## src/rtl/gfql_pkg.sv

```systemverilog
// Package for the group-favoring queued lock arbiter.
// Holds command and result codes, controller states, datapath operations.
// No dependencies.
`timescale 1ns / 1ps
`default_nettype none
package gfql_pkg;

    localparam int GFQL_NUM_LOCKS   = 16;
    localparam int GFQL_QUEUE_DEPTH = 16;
    localparam logic [6:0] FAVOR_MAX = 7'd100;

    localparam logic [1:0] CMD_CREATE  = 2'd0;
    localparam logic [1:0] CMD_DESTROY = 2'd1;
    localparam logic [1:0] CMD_ACQUIRE = 2'd2;
    localparam logic [1:0] CMD_RELEASE = 2'd3;

    localparam logic [2:0] KIND_CREATE  = 3'd0;
    localparam logic [2:0] KIND_DESTROY = 3'd1;
    localparam logic [2:0] KIND_QUEUED  = 3'd2;
    localparam logic [2:0] KIND_GRANT   = 3'd3;
    localparam logic [2:0] KIND_RELEASE = 3'd4;
    localparam logic [2:0] KIND_FAILED  = 3'd5;

    typedef enum logic [4:0] {
        ST_IDLE, ST_DECODE, ST_CREATE, ST_BAD, ST_DES_RD, ST_DES_EMIT, ST_DES_DONE,
        ST_ACQ_ERR, ST_ACQ_PUSH, ST_GR_RD, ST_GRANT, ST_REL_ERR, ST_REL_EMIT,
        ST_SR_RD, ST_SR_CHK, ST_SH_RD, ST_SH_WR, ST_SH_FIN
    } t_state;

    typedef enum logic [4:0] {
        OP_NONE, OP_LOAD, OP_CREATE, OP_BAD, OP_RD_IDX, OP_DES_EMIT, OP_DES_DONE,
        OP_ACQ_ERR, OP_ACQ_PUSH, OP_RD_HEAD, OP_GRANT, OP_REL_ERR, OP_REL_EMIT,
        OP_SRCH_CHK, OP_SH_RD, OP_SH_WR, OP_SH_FIN
    } t_dp_op;

    typedef struct packed {
        logic [1:0] cmd;
        logic       bad;
        logic       full;
        logic       held;
        logic       count_zero;
        logic       i_last;
        logic       i_one;
        logic       match;
        logic       shift_ok;
        logic       out_free;
    } t_dp_status;

endpackage
`default_nettype wire

```

## src/rtl/gfql_in_if.sv

```systemverilog
// Request channel of the lock arbiter: valid/ready plus command payload.
// No dependencies.
`timescale 1ns / 1ps
`default_nettype none
interface gfql_in_if;
    logic       valid;
    logic       ready;
    logic [1:0] cmd;
    logic [3:0] lock_index;
    logic [6:0] favor_percent;
    logic [9:0] requester_pid;
    logic [7:0] requester_gid;
    logic [6:0] random_percent;

    modport source (output valid, cmd, lock_index, favor_percent, requester_pid,
                    requester_gid, random_percent, input ready);
    modport sink   (input valid, cmd, lock_index, favor_percent, requester_pid,
                    requester_gid, random_percent, output ready);
endinterface
`default_nettype wire

```

## src/rtl/gfql_out_if.sv

```systemverilog
// Response channel of the lock arbiter: valid/ready plus result payload.
// No dependencies.
`timescale 1ns / 1ps
`default_nettype none
interface gfql_out_if;
    logic       valid;
    logic       ready;
    logic [2:0] kind;
    logic       status_error;
    logic [3:0] lock_number;
    logic [9:0] target_pid;
    logic       last;

    modport source (output valid, kind, status_error, lock_number, target_pid, last,
                    input ready);
    modport sink   (input valid, kind, status_error, lock_number, target_pid, last,
                    output ready);
endinterface
`default_nettype wire

```

## src/rtl/gfql_ram.sv

```systemverilog
// Generic single-write, single-read RAM with registered read data.
// No dependencies.
`timescale 1ns / 1ps
`default_nettype none
module gfql_ram #(
    parameter int WIDTH = 18,
    parameter int DEPTH = 256,
    localparam int AW = (DEPTH > 1) ? $clog2(DEPTH) : 1
) (
    input  wire logic             i_clk,
    input  wire logic             i_we,
    input  wire logic [AW-1:0]    i_waddr,
    input  wire logic [WIDTH-1:0] i_wdata,
    input  wire logic             i_re,
    input  wire logic [AW-1:0]    i_raddr,
    output logic      [WIDTH-1:0] o_rdata
);
    logic [WIDTH-1:0] r_mem [DEPTH];

    always_ff @(posedge i_clk) begin
        if (i_we) begin
            r_mem[i_waddr] <= i_wdata;
        end
        if (i_re) begin
            o_rdata <= r_mem[i_raddr];
        end
    end
endmodule
`default_nettype wire

```

## src/rtl/gfql_datapath.sv

```systemverilog
// Datapath of the lock arbiter: per-lock state, wait-ring RAM, result register.
// Depends on gfql_pkg and gfql_ram.
`timescale 1ns / 1ps
`default_nettype none
module gfql_datapath #(
    parameter int NUM_LOCKS   = gfql_pkg::GFQL_NUM_LOCKS,
    parameter int QUEUE_DEPTH = gfql_pkg::GFQL_QUEUE_DEPTH
) (
    input  wire logic                 i_clk,
    input  wire logic                 i_rst_n,
    input  wire gfql_pkg::t_dp_op     i_op,
    output gfql_pkg::t_dp_status      o_status,
    input  wire logic [1:0]           i_cmd,
    input  wire logic [3:0]           i_lock_index,
    input  wire logic [6:0]           i_favor_percent,
    input  wire logic [9:0]           i_requester_pid,
    input  wire logic [7:0]           i_requester_gid,
    input  wire logic [6:0]           i_random_percent,
    output logic                      o_valid,
    input  wire logic                 i_out_ready,
    output logic [2:0]                o_kind,
    output logic                      o_status_error,
    output logic [3:0]                o_lock_number,
    output logic [9:0]                o_target_pid,
    output logic                      o_last
);
    import gfql_pkg::*;

    localparam int LK_W  = (NUM_LOCKS > 1) ? $clog2(NUM_LOCKS) : 1;
    localparam int QP_W  = $clog2(QUEUE_DEPTH);
    localparam int QC_W  = $clog2(QUEUE_DEPTH + 1);
    localparam int DEPTH = NUM_LOCKS * QUEUE_DEPTH;
    localparam int AW    = (DEPTH > 1) ? $clog2(DEPTH) : 1;
    localparam int DW    = 18;

    logic [1:0]      r_cmd;
    logic [3:0]      r_lk;
    logic [6:0]      r_fav;
    logic [9:0]      r_pid;
    logic [7:0]      r_gid;
    logic [6:0]      r_rnd;
    logic [QC_W-1:0] r_i;
    logic [DW-1:0]   r_save;

    logic [NUM_LOCKS-1:0] r_active;
    logic [NUM_LOCKS-1:0] r_held;
    logic [6:0]           r_favor [NUM_LOCKS];
    logic [7:0]           r_owner [NUM_LOCKS];
    logic [QP_W-1:0]      r_head  [NUM_LOCKS];
    logic [QC_W-1:0]      r_count [NUM_LOCKS];

    logic [LK_W-1:0] lk_sel;
    logic [LK_W-1:0] free_idx;
    logic            free_any;
    logic            create_ok;
    logic [QP_W-1:0] cur_head;
    logic [QC_W-1:0] cur_count;
    logic [QP_W-1:0] head_inc;

    logic            ram_we, ram_re;
    logic [AW-1:0]   ram_waddr, ram_raddr;
    logic [DW-1:0]   ram_wdata, ram_rdata;
    logic [QC_W-1:0] rd_off, wr_off;

    logic            e_valid, e_err, e_last;
    logic [2:0]      e_kind;
    logic [3:0]      e_lk;
    logic [9:0]      e_pid;

    function automatic logic [QP_W-1:0] wrap_pos(input logic [QP_W-1:0] h,
                                                 input logic [QC_W-1:0] off);
        logic [QC_W:0] s;
        s = (QC_W+1)'(h) + (QC_W+1)'(off);
        if (s >= (QC_W+1)'(QUEUE_DEPTH)) begin
            s = s - (QC_W+1)'(QUEUE_DEPTH);
        end
        return QP_W'(s);
    endfunction

    function automatic logic [AW-1:0] slot(input logic [LK_W-1:0] lk,
                                           input logic [QP_W-1:0] pos);
        return AW'(AW'(lk) * AW'(QUEUE_DEPTH)) + AW'(pos);
    endfunction

    assign lk_sel    = LK_W'(r_lk);
    assign cur_head  = r_head[lk_sel];
    assign cur_count = r_count[lk_sel];
    assign head_inc  = ((QC_W+1)'(cur_head) + 1'b1 == (QC_W+1)'(QUEUE_DEPTH)) ?
                       '0 : cur_head + 1'b1;

    always_comb begin
        free_idx = '0;
        free_any = 1'b0;
        for (int k = NUM_LOCKS - 1; k >= 0; k--) begin
            if (!r_active[k]) begin
                free_idx = LK_W'(k);
                free_any = 1'b1;
            end
        end
    end
    assign create_ok = (r_fav <= FAVOR_MAX) && free_any;

    always_comb begin
        o_status.cmd        = r_cmd;
        o_status.bad        = ({3'b000, r_lk} >= 7'(NUM_LOCKS)) || !r_active[lk_sel];
        o_status.full       = cur_count == QC_W'(QUEUE_DEPTH);
        o_status.held       = r_held[lk_sel];
        o_status.count_zero = cur_count == '0;
        o_status.i_last     = (QC_W+1)'(r_i) + 1'b1 == (QC_W+1)'(cur_count);
        o_status.i_one      = r_i == QC_W'(1);
        o_status.match      = ram_rdata[7:0] == r_owner[lk_sel];
        o_status.shift_ok   = (r_i != '0) && (r_rnd < r_favor[lk_sel]);
        o_status.out_free   = !o_valid || i_out_ready;
    end

    // wait-ring RAM addressing
    always_comb begin
        ram_re    = 1'b0;
        ram_we    = 1'b0;
        rd_off    = '0;
        wr_off    = '0;
        ram_wdata = ram_rdata;
        case (i_op)
            OP_RD_IDX: begin
                ram_re = 1'b1;
                rd_off = r_i;
            end
            OP_RD_HEAD: begin
                ram_re = 1'b1;
            end
            OP_SH_RD: begin
                ram_re = 1'b1;
                rd_off = r_i - 1'b1;
            end
            OP_ACQ_PUSH: begin
                ram_we    = 1'b1;
                wr_off    = cur_count;
                ram_wdata = {r_pid, r_gid};
            end
            OP_SH_WR: begin
                ram_we = 1'b1;
                wr_off = r_i;
            end
            OP_SH_FIN: begin
                ram_we    = 1'b1;
                ram_wdata = r_save;
            end
            default: begin
            end
        endcase
        ram_raddr = slot(lk_sel, wrap_pos(cur_head, rd_off));
        ram_waddr = slot(lk_sel, wrap_pos(cur_head, wr_off));
    end

    gfql_ram #(
        .WIDTH (DW),
        .DEPTH (DEPTH)
    ) u_ring (
        .i_clk   (i_clk),
        .i_we    (ram_we),
        .i_waddr (ram_waddr),
        .i_wdata (ram_wdata),
        .i_re    (ram_re),
        .i_raddr (ram_raddr),
        .o_rdata (ram_rdata)
    );

    // result selection
    always_comb begin
        e_valid = 1'b1;
        e_kind  = KIND_RELEASE;
        e_err   = 1'b0;
        e_lk    = r_lk;
        e_pid   = '0;
        e_last  = 1'b1;
        case (i_op)
            OP_CREATE: begin
                e_kind = KIND_CREATE;
                e_err  = !create_ok;
                e_lk   = create_ok ? 4'(free_idx) : 4'd0;
            end
            OP_BAD: begin
                e_err = 1'b1;
                case (r_cmd)
                    CMD_DESTROY: e_kind = KIND_DESTROY;
                    CMD_ACQUIRE: begin
                        e_kind = KIND_QUEUED;
                        e_pid  = r_pid;
                    end
                    default:     e_kind = KIND_RELEASE;
                endcase
            end
            OP_DES_EMIT: begin
                e_kind = KIND_FAILED;
                e_err  = 1'b1;
                e_pid  = ram_rdata[17:8];
                e_last = 1'b0;
            end
            OP_DES_DONE: e_kind = KIND_DESTROY;
            OP_ACQ_ERR: begin
                e_kind = KIND_QUEUED;
                e_err  = 1'b1;
                e_pid  = r_pid;
            end
            OP_ACQ_PUSH: begin
                e_kind = KIND_QUEUED;
                e_pid  = r_pid;
                e_last = r_held[lk_sel];
            end
            OP_GRANT: begin
                e_kind = KIND_GRANT;
                e_pid  = ram_rdata[17:8];
            end
            OP_REL_ERR: e_err = 1'b1;
            OP_REL_EMIT: e_last = cur_count == '0;
            default: e_valid = 1'b0;
        endcase
    end

    always_ff @(posedge i_clk) begin
        if (!i_rst_n) begin
            o_valid <= 1'b0;
        end else if (e_valid) begin
            o_valid <= 1'b1;
        end else if (i_out_ready) begin
            o_valid <= 1'b0;
        end
    end

    always_ff @(posedge i_clk) begin
        if (e_valid) begin
            o_kind         <= e_kind;
            o_status_error <= e_err;
            o_lock_number  <= e_lk;
            o_target_pid   <= e_pid;
            o_last         <= e_last;
        end
    end

    always_ff @(posedge i_clk) begin
        if (i_op == OP_LOAD) begin
            r_cmd <= i_cmd;
            r_lk  <= i_lock_index;
            r_fav <= i_favor_percent;
            r_pid <= i_requester_pid;
            r_gid <= i_requester_gid;
            r_rnd <= i_random_percent;
        end
        if (i_op == OP_SRCH_CHK && o_status.match) begin
            r_save <= ram_rdata;
        end
    end

    always_ff @(posedge i_clk) begin
        if (!i_rst_n) begin
            r_i      <= '0;
            r_active <= '0;
            r_held   <= '0;
            for (int k = 0; k < NUM_LOCKS; k++) begin
                r_favor[k] <= '0;
                r_owner[k] <= '0;
                r_head[k]  <= '0;
                r_count[k] <= '0;
            end
        end else begin
            case (i_op)
                OP_LOAD: r_i <= '0;
                OP_CREATE: begin
                    if (create_ok) begin
                        r_active[free_idx] <= 1'b1;
                        r_held[free_idx]   <= 1'b0;
                        r_favor[free_idx]  <= r_fav;
                        r_owner[free_idx]  <= '0;
                        r_head[free_idx]   <= '0;
                        r_count[free_idx]  <= '0;
                    end
                end
                OP_DES_EMIT: r_i <= r_i + 1'b1;
                OP_DES_DONE: begin
                    r_active[lk_sel] <= 1'b0;
                    r_held[lk_sel]   <= 1'b0;
                    r_head[lk_sel]   <= '0;
                    r_count[lk_sel]  <= '0;
                end
                OP_ACQ_PUSH: r_count[lk_sel] <= cur_count + 1'b1;
                OP_GRANT: begin
                    r_owner[lk_sel] <= ram_rdata[7:0];
                    r_held[lk_sel]  <= 1'b1;
                    r_head[lk_sel]  <= head_inc;
                    r_count[lk_sel] <= cur_count - 1'b1;
                end
                OP_REL_EMIT: begin
                    r_held[lk_sel] <= 1'b0;
                    r_i            <= '0;
                end
                OP_SRCH_CHK: begin
                    if (!o_status.match) begin
                        r_i <= r_i + 1'b1;
                    end
                end
                OP_SH_WR: r_i <= r_i - 1'b1;
                default: begin
                end
            endcase
        end
    end
endmodule
`default_nettype wire

```

## src/rtl/gfql_controller.sv

```systemverilog
// Controller state machine of the lock arbiter; sequences datapath operations.
// Depends on gfql_pkg.
`timescale 1ns / 1ps
`default_nettype none
module gfql_controller (
    input  wire logic                 i_clk,
    input  wire logic                 i_rst_n,
    input  wire logic                 i_in_valid,
    output logic                      o_in_ready,
    input  wire gfql_pkg::t_dp_status i_status,
    output gfql_pkg::t_dp_op          o_op
);
    import gfql_pkg::*;

    t_state r_state, n_state;

    always_ff @(posedge i_clk) begin
        if (!i_rst_n) begin
            r_state <= ST_IDLE;
        end else begin
            r_state <= n_state;
        end
    end

    always_comb begin
        n_state    = r_state;
        o_op       = OP_NONE;
        o_in_ready = 1'b0;
        case (r_state)
            ST_IDLE: begin
                o_in_ready = 1'b1;
                if (i_in_valid) begin
                    o_op    = OP_LOAD;
                    n_state = ST_DECODE;
                end
            end
            ST_DECODE: begin
                if (i_status.cmd == CMD_CREATE) begin
                    n_state = ST_CREATE;
                end else if (i_status.bad) begin
                    n_state = ST_BAD;
                end else if (i_status.cmd == CMD_DESTROY) begin
                    n_state = i_status.count_zero ? ST_DES_DONE : ST_DES_RD;
                end else if (i_status.cmd == CMD_ACQUIRE) begin
                    n_state = i_status.full ? ST_ACQ_ERR : ST_ACQ_PUSH;
                end else begin
                    n_state = i_status.held ? ST_REL_EMIT : ST_REL_ERR;
                end
            end
            ST_CREATE: begin
                if (i_status.out_free) begin
                    o_op    = OP_CREATE;
                    n_state = ST_IDLE;
                end
            end
            ST_BAD: begin
                if (i_status.out_free) begin
                    o_op    = OP_BAD;
                    n_state = ST_IDLE;
                end
            end
            ST_DES_RD: begin
                o_op    = OP_RD_IDX;
                n_state = ST_DES_EMIT;
            end
            ST_DES_EMIT: begin
                if (i_status.out_free) begin
                    o_op    = OP_DES_EMIT;
                    n_state = i_status.i_last ? ST_DES_DONE : ST_DES_RD;
                end
            end
            ST_DES_DONE: begin
                if (i_status.out_free) begin
                    o_op    = OP_DES_DONE;
                    n_state = ST_IDLE;
                end
            end
            ST_ACQ_ERR: begin
                if (i_status.out_free) begin
                    o_op    = OP_ACQ_ERR;
                    n_state = ST_IDLE;
                end
            end
            ST_ACQ_PUSH: begin
                if (i_status.out_free) begin
                    o_op    = OP_ACQ_PUSH;
                    n_state = i_status.held ? ST_IDLE : ST_GR_RD;
                end
            end
            ST_GR_RD: begin
                o_op    = OP_RD_HEAD;
                n_state = ST_GRANT;
            end
            ST_GRANT: begin
                if (i_status.out_free) begin
                    o_op    = OP_GRANT;
                    n_state = ST_IDLE;
                end
            end
            ST_REL_ERR: begin
                if (i_status.out_free) begin
                    o_op    = OP_REL_ERR;
                    n_state = ST_IDLE;
                end
            end
            ST_REL_EMIT: begin
                if (i_status.out_free) begin
                    o_op    = OP_REL_EMIT;
                    n_state = i_status.count_zero ? ST_IDLE : ST_SR_RD;
                end
            end
            ST_SR_RD: begin
                o_op    = OP_RD_IDX;
                n_state = ST_SR_CHK;
            end
            ST_SR_CHK: begin
                o_op = OP_SRCH_CHK;
                if (i_status.match) begin
                    n_state = i_status.shift_ok ? ST_SH_RD : ST_GR_RD;
                end else begin
                    n_state = i_status.i_last ? ST_GR_RD : ST_SR_RD;
                end
            end
            ST_SH_RD: begin
                o_op    = OP_SH_RD;
                n_state = ST_SH_WR;
            end
            ST_SH_WR: begin
                o_op    = OP_SH_WR;
                n_state = i_status.i_one ? ST_SH_FIN : ST_SH_RD;
            end
            ST_SH_FIN: begin
                o_op    = OP_SH_FIN;
                n_state = ST_GR_RD;
            end
            default: n_state = ST_IDLE;
        endcase
    end
endmodule
`default_nettype wire

```

## src/rtl/group_favoring_queued_lock_arbiter.sv

```systemverilog
// Top level of the group-favoring queued lock arbiter.
// Depends on gfql_pkg, gfql_in_if, gfql_out_if, gfql_controller, gfql_datapath.
//
// One command transaction is taken at a time and turned into one or more
// result transactions, the final one marked by last. The next command is taken
// as soon as the final result sits in the output register. Destroy reports each
// waiter as failed before the destroy result; an acquire of a free lock is
// followed by a grant; release with waiters searches the wait ring for a
// waiter of the releasing owner's group and, when favoring, shifts it to the
// head before the head is granted. The RAM needs no clearing pass after reset.
// Each result waits while the output register is still occupied.
`timescale 1ns / 1ps
`default_nettype none
module group_favoring_queued_lock_arbiter #(
    parameter int NUM_LOCKS   = gfql_pkg::GFQL_NUM_LOCKS,
    parameter int QUEUE_DEPTH = gfql_pkg::GFQL_QUEUE_DEPTH
) (
    input  wire logic  i_clk,
    input  wire logic  i_rst_n,
    gfql_in_if.sink    i_req,
    gfql_out_if.source o_rsp
);
    import gfql_pkg::*;

    t_dp_op     dp_op;
    t_dp_status dp_status;

    gfql_controller u_ctrl (
        .i_clk      (i_clk),
        .i_rst_n    (i_rst_n),
        .i_in_valid (i_req.valid),
        .o_in_ready (i_req.ready),
        .i_status   (dp_status),
        .o_op       (dp_op)
    );

    gfql_datapath #(
        .NUM_LOCKS   (NUM_LOCKS),
        .QUEUE_DEPTH (QUEUE_DEPTH)
    ) u_dp (
        .i_clk            (i_clk),
        .i_rst_n          (i_rst_n),
        .i_op             (dp_op),
        .o_status         (dp_status),
        .i_cmd            (i_req.cmd),
        .i_lock_index     (i_req.lock_index),
        .i_favor_percent  (i_req.favor_percent),
        .i_requester_pid  (i_req.requester_pid),
        .i_requester_gid  (i_req.requester_gid),
        .i_random_percent (i_req.random_percent),
        .o_valid          (o_rsp.valid),
        .i_out_ready      (o_rsp.ready),
        .o_kind           (o_rsp.kind),
        .o_status_error   (o_rsp.status_error),
        .o_lock_number    (o_rsp.lock_number),
        .o_target_pid     (o_rsp.target_pid),
        .o_last           (o_rsp.last)
    );

`ifndef SYNTHESIS
    a_one_at_a_time: assert property (@(posedge i_clk) disable iff (!i_rst_n)
        i_req.valid && i_req.ready |=> !i_req.ready)
        else $error("command taken while another is in progress");

    a_emit_needs_room: assert property (@(posedge i_clk) disable iff (!i_rst_n)
        (dp_op == OP_CREATE || dp_op == OP_BAD || dp_op == OP_DES_EMIT ||
         dp_op == OP_DES_DONE || dp_op == OP_ACQ_ERR || dp_op == OP_ACQ_PUSH ||
         dp_op == OP_GRANT || dp_op == OP_REL_ERR || dp_op == OP_REL_EMIT)
        |-> dp_status.out_free)
        else $error("result issued while output register is occupied");

    a_grant_needs_waiter: assert property (@(posedge i_clk) disable iff (!i_rst_n)
        dp_op == OP_RD_HEAD |-> !dp_status.count_zero)
        else $error("grant from an empty wait ring");
`endif
endmodule
`default_nettype wire
```

## src/flat_wrapper.sv

```systemverilog
// flat-port wrapper written by rule: the top's interface ports become plain ports
module group_favoring_queued_lock_arbiter_flat import gfql_pkg::*;
#(
    parameter int NUM_LOCKS   = gfql_pkg::GFQL_NUM_LOCKS,
    parameter int QUEUE_DEPTH = gfql_pkg::GFQL_QUEUE_DEPTH
)
  (i_clk, i_rst_n, i_req_valid, i_req_cmd, i_req_lock_index, i_req_favor_percent, i_req_requester_pid, i_req_requester_gid, i_req_random_percent, i_req_ready, o_rsp_valid, o_rsp_kind, o_rsp_status_error, o_rsp_lock_number, o_rsp_target_pid, o_rsp_last, o_rsp_ready);
  gfql_in_if i_req_i ();
  gfql_out_if o_rsp_i ();
  input  wire logic i_clk;
  input  wire logic i_rst_n;
  input wire logic [$bits(i_req_i.valid)-1:0] i_req_valid;
  input wire logic [$bits(i_req_i.cmd)-1:0] i_req_cmd;
  input wire logic [$bits(i_req_i.lock_index)-1:0] i_req_lock_index;
  input wire logic [$bits(i_req_i.favor_percent)-1:0] i_req_favor_percent;
  input wire logic [$bits(i_req_i.requester_pid)-1:0] i_req_requester_pid;
  input wire logic [$bits(i_req_i.requester_gid)-1:0] i_req_requester_gid;
  input wire logic [$bits(i_req_i.random_percent)-1:0] i_req_random_percent;
  output wire logic [$bits(i_req_i.ready)-1:0] i_req_ready;
  output wire logic [$bits(o_rsp_i.valid)-1:0] o_rsp_valid;
  output wire logic [$bits(o_rsp_i.kind)-1:0] o_rsp_kind;
  output wire logic [$bits(o_rsp_i.status_error)-1:0] o_rsp_status_error;
  output wire logic [$bits(o_rsp_i.lock_number)-1:0] o_rsp_lock_number;
  output wire logic [$bits(o_rsp_i.target_pid)-1:0] o_rsp_target_pid;
  output wire logic [$bits(o_rsp_i.last)-1:0] o_rsp_last;
  input wire logic [$bits(o_rsp_i.ready)-1:0] o_rsp_ready;
  assign i_req_i.valid = i_req_valid;
  assign i_req_i.cmd = i_req_cmd;
  assign i_req_i.lock_index = i_req_lock_index;
  assign i_req_i.favor_percent = i_req_favor_percent;
  assign i_req_i.requester_pid = i_req_requester_pid;
  assign i_req_i.requester_gid = i_req_requester_gid;
  assign i_req_i.random_percent = i_req_random_percent;
  assign i_req_ready = i_req_i.ready;
  assign o_rsp_valid = o_rsp_i.valid;
  assign o_rsp_kind = o_rsp_i.kind;
  assign o_rsp_status_error = o_rsp_i.status_error;
  assign o_rsp_lock_number = o_rsp_i.lock_number;
  assign o_rsp_target_pid = o_rsp_i.target_pid;
  assign o_rsp_last = o_rsp_i.last;
  assign o_rsp_i.ready = o_rsp_ready;
  group_favoring_queued_lock_arbiter #(.NUM_LOCKS(NUM_LOCKS), .QUEUE_DEPTH(QUEUE_DEPTH)) u_core (.i_clk(i_clk), .i_rst_n(i_rst_n), .i_req(i_req_i), .o_rsp(o_rsp_i));
endmodule
```

## config.mk

```make
export PLATFORM = sky130hd
export DESIGN_NAME = group_favoring_queued_lock_arbiter_flat
export DESIGN_NICKNAME = d
export VERILOG_FILES = /design/src/rtl/gfql_pkg.sv /design/src/rtl/gfql_in_if.sv /design/src/rtl/gfql_out_if.sv /design/src/rtl/gfql_ram.sv /design/src/rtl/gfql_datapath.sv /design/src/rtl/gfql_controller.sv /design/src/rtl/group_favoring_queued_lock_arbiter.sv /design/src/flat_wrapper.sv
export SDC_FILE = /design/constraint.sdc
export NUM_CORES = 2
export LEC_CHECK = 0
export BUFFER_PORTS_ARGS = -buffer_cell sky130_fd_sc_hd__buf_2
export CAP_MARGIN = 20
export CORE_MARGIN = 3
export CORE_UTILIZATION = 50
export CTS_BUF_LIST = sky130_fd_sc_hd__clkbuf_4 sky130_fd_sc_hd__clkbuf_8
export CTS_CLUSTER_DIAMETER = 50
export DETAILED_ROUTE_END_ITERATION = 16
export GPL_ROUTABILITY_DRIVEN = 0
export MAX_ROUTING_LAYER = met4
export PLACE_DENSITY = 0.66
export SLEW_MARGIN = 10
export SYNTH_ARGS = -nofsm -noshare
export SYNTH_HDL_FRONTEND = slang
export SYNTH_MEMORY_MAX_BITS = 65536
export SYNTH_SLANG_ARGS = --single-unit
```

## constraint.sdc

```tcl
create_clock -name i_clk -period 6.02 [get_ports i_clk]
set_input_delay 1.204 -clock i_clk [delete_from_list [all_inputs] [get_ports i_clk]]
set_output_delay 1.204 -clock i_clk [all_outputs]
set_load 0.02 [all_outputs]
```

==> results by group <==
Power
  • Peak supply drop: around 0.26 mV
  • Power per cell area: ~380 nW/um2
  • Static Leak: 74.1 nW

Timing
  • Max Freq: 0.167 GHz
  • Worst hold margin: 0.111 ns
  • Crit path time final: approximately 6.0 ns
  • Worst-Margin Slew: around 1.2 ns
  • Setup WS post-layout: 0.0475 ns
  • RSZ-0062 raised after global routing: true
  • Clock Skews: slightly above 0.08 ns
  • Pins Over Slew Limit: 0
  • Final setup viols: 0
  • Setup TNS: 0 ns
  • Hold Fails Final Rpt: 0
  • Rel. slew slack: 0.168
  • Fin crit share: 0.992

Die
  • Die height: 642 um
  • Die Area: slightly above 400000 um2
  • Core area: ~400000 um2
  • Initial Util: 0.504
  • Std cell rows: about 230
  • Die W: roughly 640 um
  • # IOs: 63

CTS
  • Clock latency on the worst-skew pair: roughly 1.3 ns
  • CTS tree: built
  • Clock transition at the registers of the reported paths: roughly 0.060 ns
  • H-tree Lvls: 6
  • Clock tree root buffer cell: clkbuf_8
  • CTS sink cnt: roughly 5100
  • CTS buffer count: 800
  • Clock buffer depth: 4

Status
  • Status: completed

Critical path
  • Type of origin of the critical path: flop
  • Worst-path fanout max: 31
  • Crit end category: flop
  • CP Class: flop to flop
  • Worst path arrival time: 6.95 ns
  • Crit path required time: 7.00 ns

Yosys
  • Yosys cell types: 88
  • YS warnings: 0
  • Mapped cell area: 202000 um2
  • Mapped Nets: 10165
  • Post-synthesis sequential element count: 5132
  • Post-synthesis sequential area ratio: 0.760
  • Mean post-synth cell area: 20.0 um2
  • Async SR Flop Fraction: 0
  • Most used DFF post-synth: edfxtp_1
  • Number of synthesized flops with an enable pin: 5085
  • Cells after Synth: between 10000 and 15000

Final layout
  • Final non-filler cell total: 17303
  • Ratio of cells with drive above 1 in the final layout: 0.326
  • FF/Latch Area: around 150000 um2
  • Design area: 232000 um2
  • Fill cells: 29091
  • Multi-input logic area: between 40000 and 50000 um2
  • Most common cell after layout, fill and taps aside: edfxtp_1
  • Fin nets: 11352
  • Most frequent cells in the layout: edfxtp_1 (5085), mux4_2 (1268), clkbuf_8 (806)
  • P&R area growth vs syn: 14.8%

Global route
  • GRT Overall Usage: 0.283
  • GRT overflow: 0
  • Largest net degree at the start of global routing: around 140
  • First-pass GRT wire length: 817 mm
  • Initial antenna violation count: 21
  • Vias in the first global route: 109702

Place
  • Area after DPL: 216000 um2
  • HPWL Detailed: 357 mm
  • DP Worst Slack: -0.496 ns
  • Placed Cells: 15833
  • I/O Buffers: 62

Drt
  • Residual DRC: 0
  • DRT antenna net count: 0
  • Routed via count: 110688
  • First-pass iteration count of the detailed router: 6
  • Final WL: 573 mm
  • Initial DRC Count: ~17000
  • Via/cell ratio: 6.40
  • Drt wl/cell: around 33 um

Min path
  • Hold Crit Class: input pin to flop

Job
  • Maxcap violations: 0
## sequential cells by signal (all words and copies together), names as in the netlist, named ones only
signal / flops
u_core.u_dp.o_valid: 1
u_core.u_dp.u_ring.o_rdata: 18
u_core.u_dp.r_fav: 7
u_core.u_dp.r_pid: 10
u_core.u_dp.o_last: 1
u_core.u_dp.r_favor: 112
u_core.u_dp.r_i: 5
u_core.u_dp.r_head: 64
u_core.u_dp.o_lock_number: 4
u_core.u_dp.r_save: 18
u_core.u_dp.r_cmd: 2
u_core.u_dp.o_kind: 3
u_core.u_dp.r_owner: 128
u_core.u_dp.r_held: 16
u_core.u_dp.r_gid: 8
u_core.u_dp.o_target_pid: 10
u_core.u_dp.r_count: 80
u_core.u_dp.lk_sel: 4
u_core.u_dp.o_status_error: 1
u_core.u_dp.u_ring.r_mem: 4608
u_core.u_dp.r_active: 16
u_core.u_dp.r_rnd: 7
u_core.u_ctrl.r_state: 5
## layout make-up
cell class,count,share of cell area
Timing Repair Buffer,1036,0.0404
Clock buffer,1074,0.0565
Inverter,33,0.000534
Tap cell,5382,0.0290
Multi-Input combinational cell,4282,0.200
Clock inverter,350,0.0107
Antenna cell,14,0.000151
Sequential cell,5132,0.662
## report_power, final
part / switching, mW / internal, mW
Combinational: 11.1 / 8.21
Sequential: 0.110 / 38.9
Clock: 13.9 / 14.9
Total: 25.1 / 62.0
## path summary, 6_finish.rpt
kind                                                from                             end  slack, ns  depth (start not counted)
worst max-delay path                                flop  u_core.u_dp.u_ring.o_rdata[15]       0.05                         16
worst min-delay path             i_req_random_percent[5]            u_core.u_dp.r_rnd[5]       0.11                          1
worst max register to register                      flop  u_core.u_dp.u_ring.o_rdata[15]       0.05                         16
worst min register to register  u_core.u_dp.r_active[12]        u_core.u_dp.r_active[12]       0.52                          2
## Yosys cell counts, types with 26 or more instances
library cell / n / area, um2
a2111oi_0: 37 / 324
a21oi_1: 374 / 1870
a22oi_1: 75 / 563
and2_1: 34 / 213
and3_1: 109 / 682
buf_1: 63 / 236
buf_2: 182 / 911
clkbuf_1: 361 / 1360
dfxtp_1: 47 / 941
edfxtp_1: 5085 / 153000
inv_1: 30 / 113
mux2i_1: 178 / 1780
mux4_2: 1268 / 28600
nand2_1: 753 / 2830
nand3_1: 66 / 330
nor2_1: 398 / 1490
nor3_1: 267 / 1340
nor4_1: 100 / 626
o21ai_0: 123 / 616
o221ai_1: 30 / 263
o22ai_1: 91 / 569
xnor2_1: 26 / 228
## per-layer routing
layer / share of wire / up-vias / GRT usage
li1: - / 44212 / -
met1: 0.38 / 58123 / 0.395
met2: 0.47 / 7243 / 0.420
met3: 0.11 / 1110 / 0.0612
met4: 0.038 / 0 / 0.0955
met5: 0 / - / -
## worst max-delay path, cell delays in order (launching register included)
cell and delay [ns]:
dfxtp_4 0.44, mux4_2 0.53, mux4_2 0.59, ha_4 0.22, fa_4 0.97, buf_12 0.30, buf_12 0.27, buf_6 0.25
mux4_2 0.34, mux2i_2 0.29, o22ai_1 0.13, a221oi_1 0.28, buf_4 0.20, a21oi_1 0.09, nor3_2 0.40, buf_4 0.21
o32ai_1 0.07
## stage by stage
step / power, mW / utilization
2_1_floorplan: 51.1 / -
6_report: 87.1 / 0.579
3_3_place_gp: 58.7 / 0.538
5_1_grt: 89.9 / 0.579
3_5_place_dp: 58.8 / 0.538
4_1_cts: 87.3 / 0.578
## cells by family after synthesis
| logic type | Yosys count | synth area share |
|---|---|---|
| buf+inv | 684 | 0.0154 |
| compound gates | 940 | 0.0294 |
| xor+xnor | 38 | 0.00165 |
| mux | 1468 | 0.151 |
| flops | 5132 | 0.760 |
| fa+ha+maj | 25 | 0.00162 |
| simple gates | 1811 | 0.0401 |
## timing repair
action	CTS	global route
pin swaps	0	1
hold endpoints to repair	25	0
resized for setup	24	27
endpoints found under the setup margin	72	915
setup buffers	3	0
hold buffers	25	0
No activity file was read; power rests on OpenSTA's default activity.
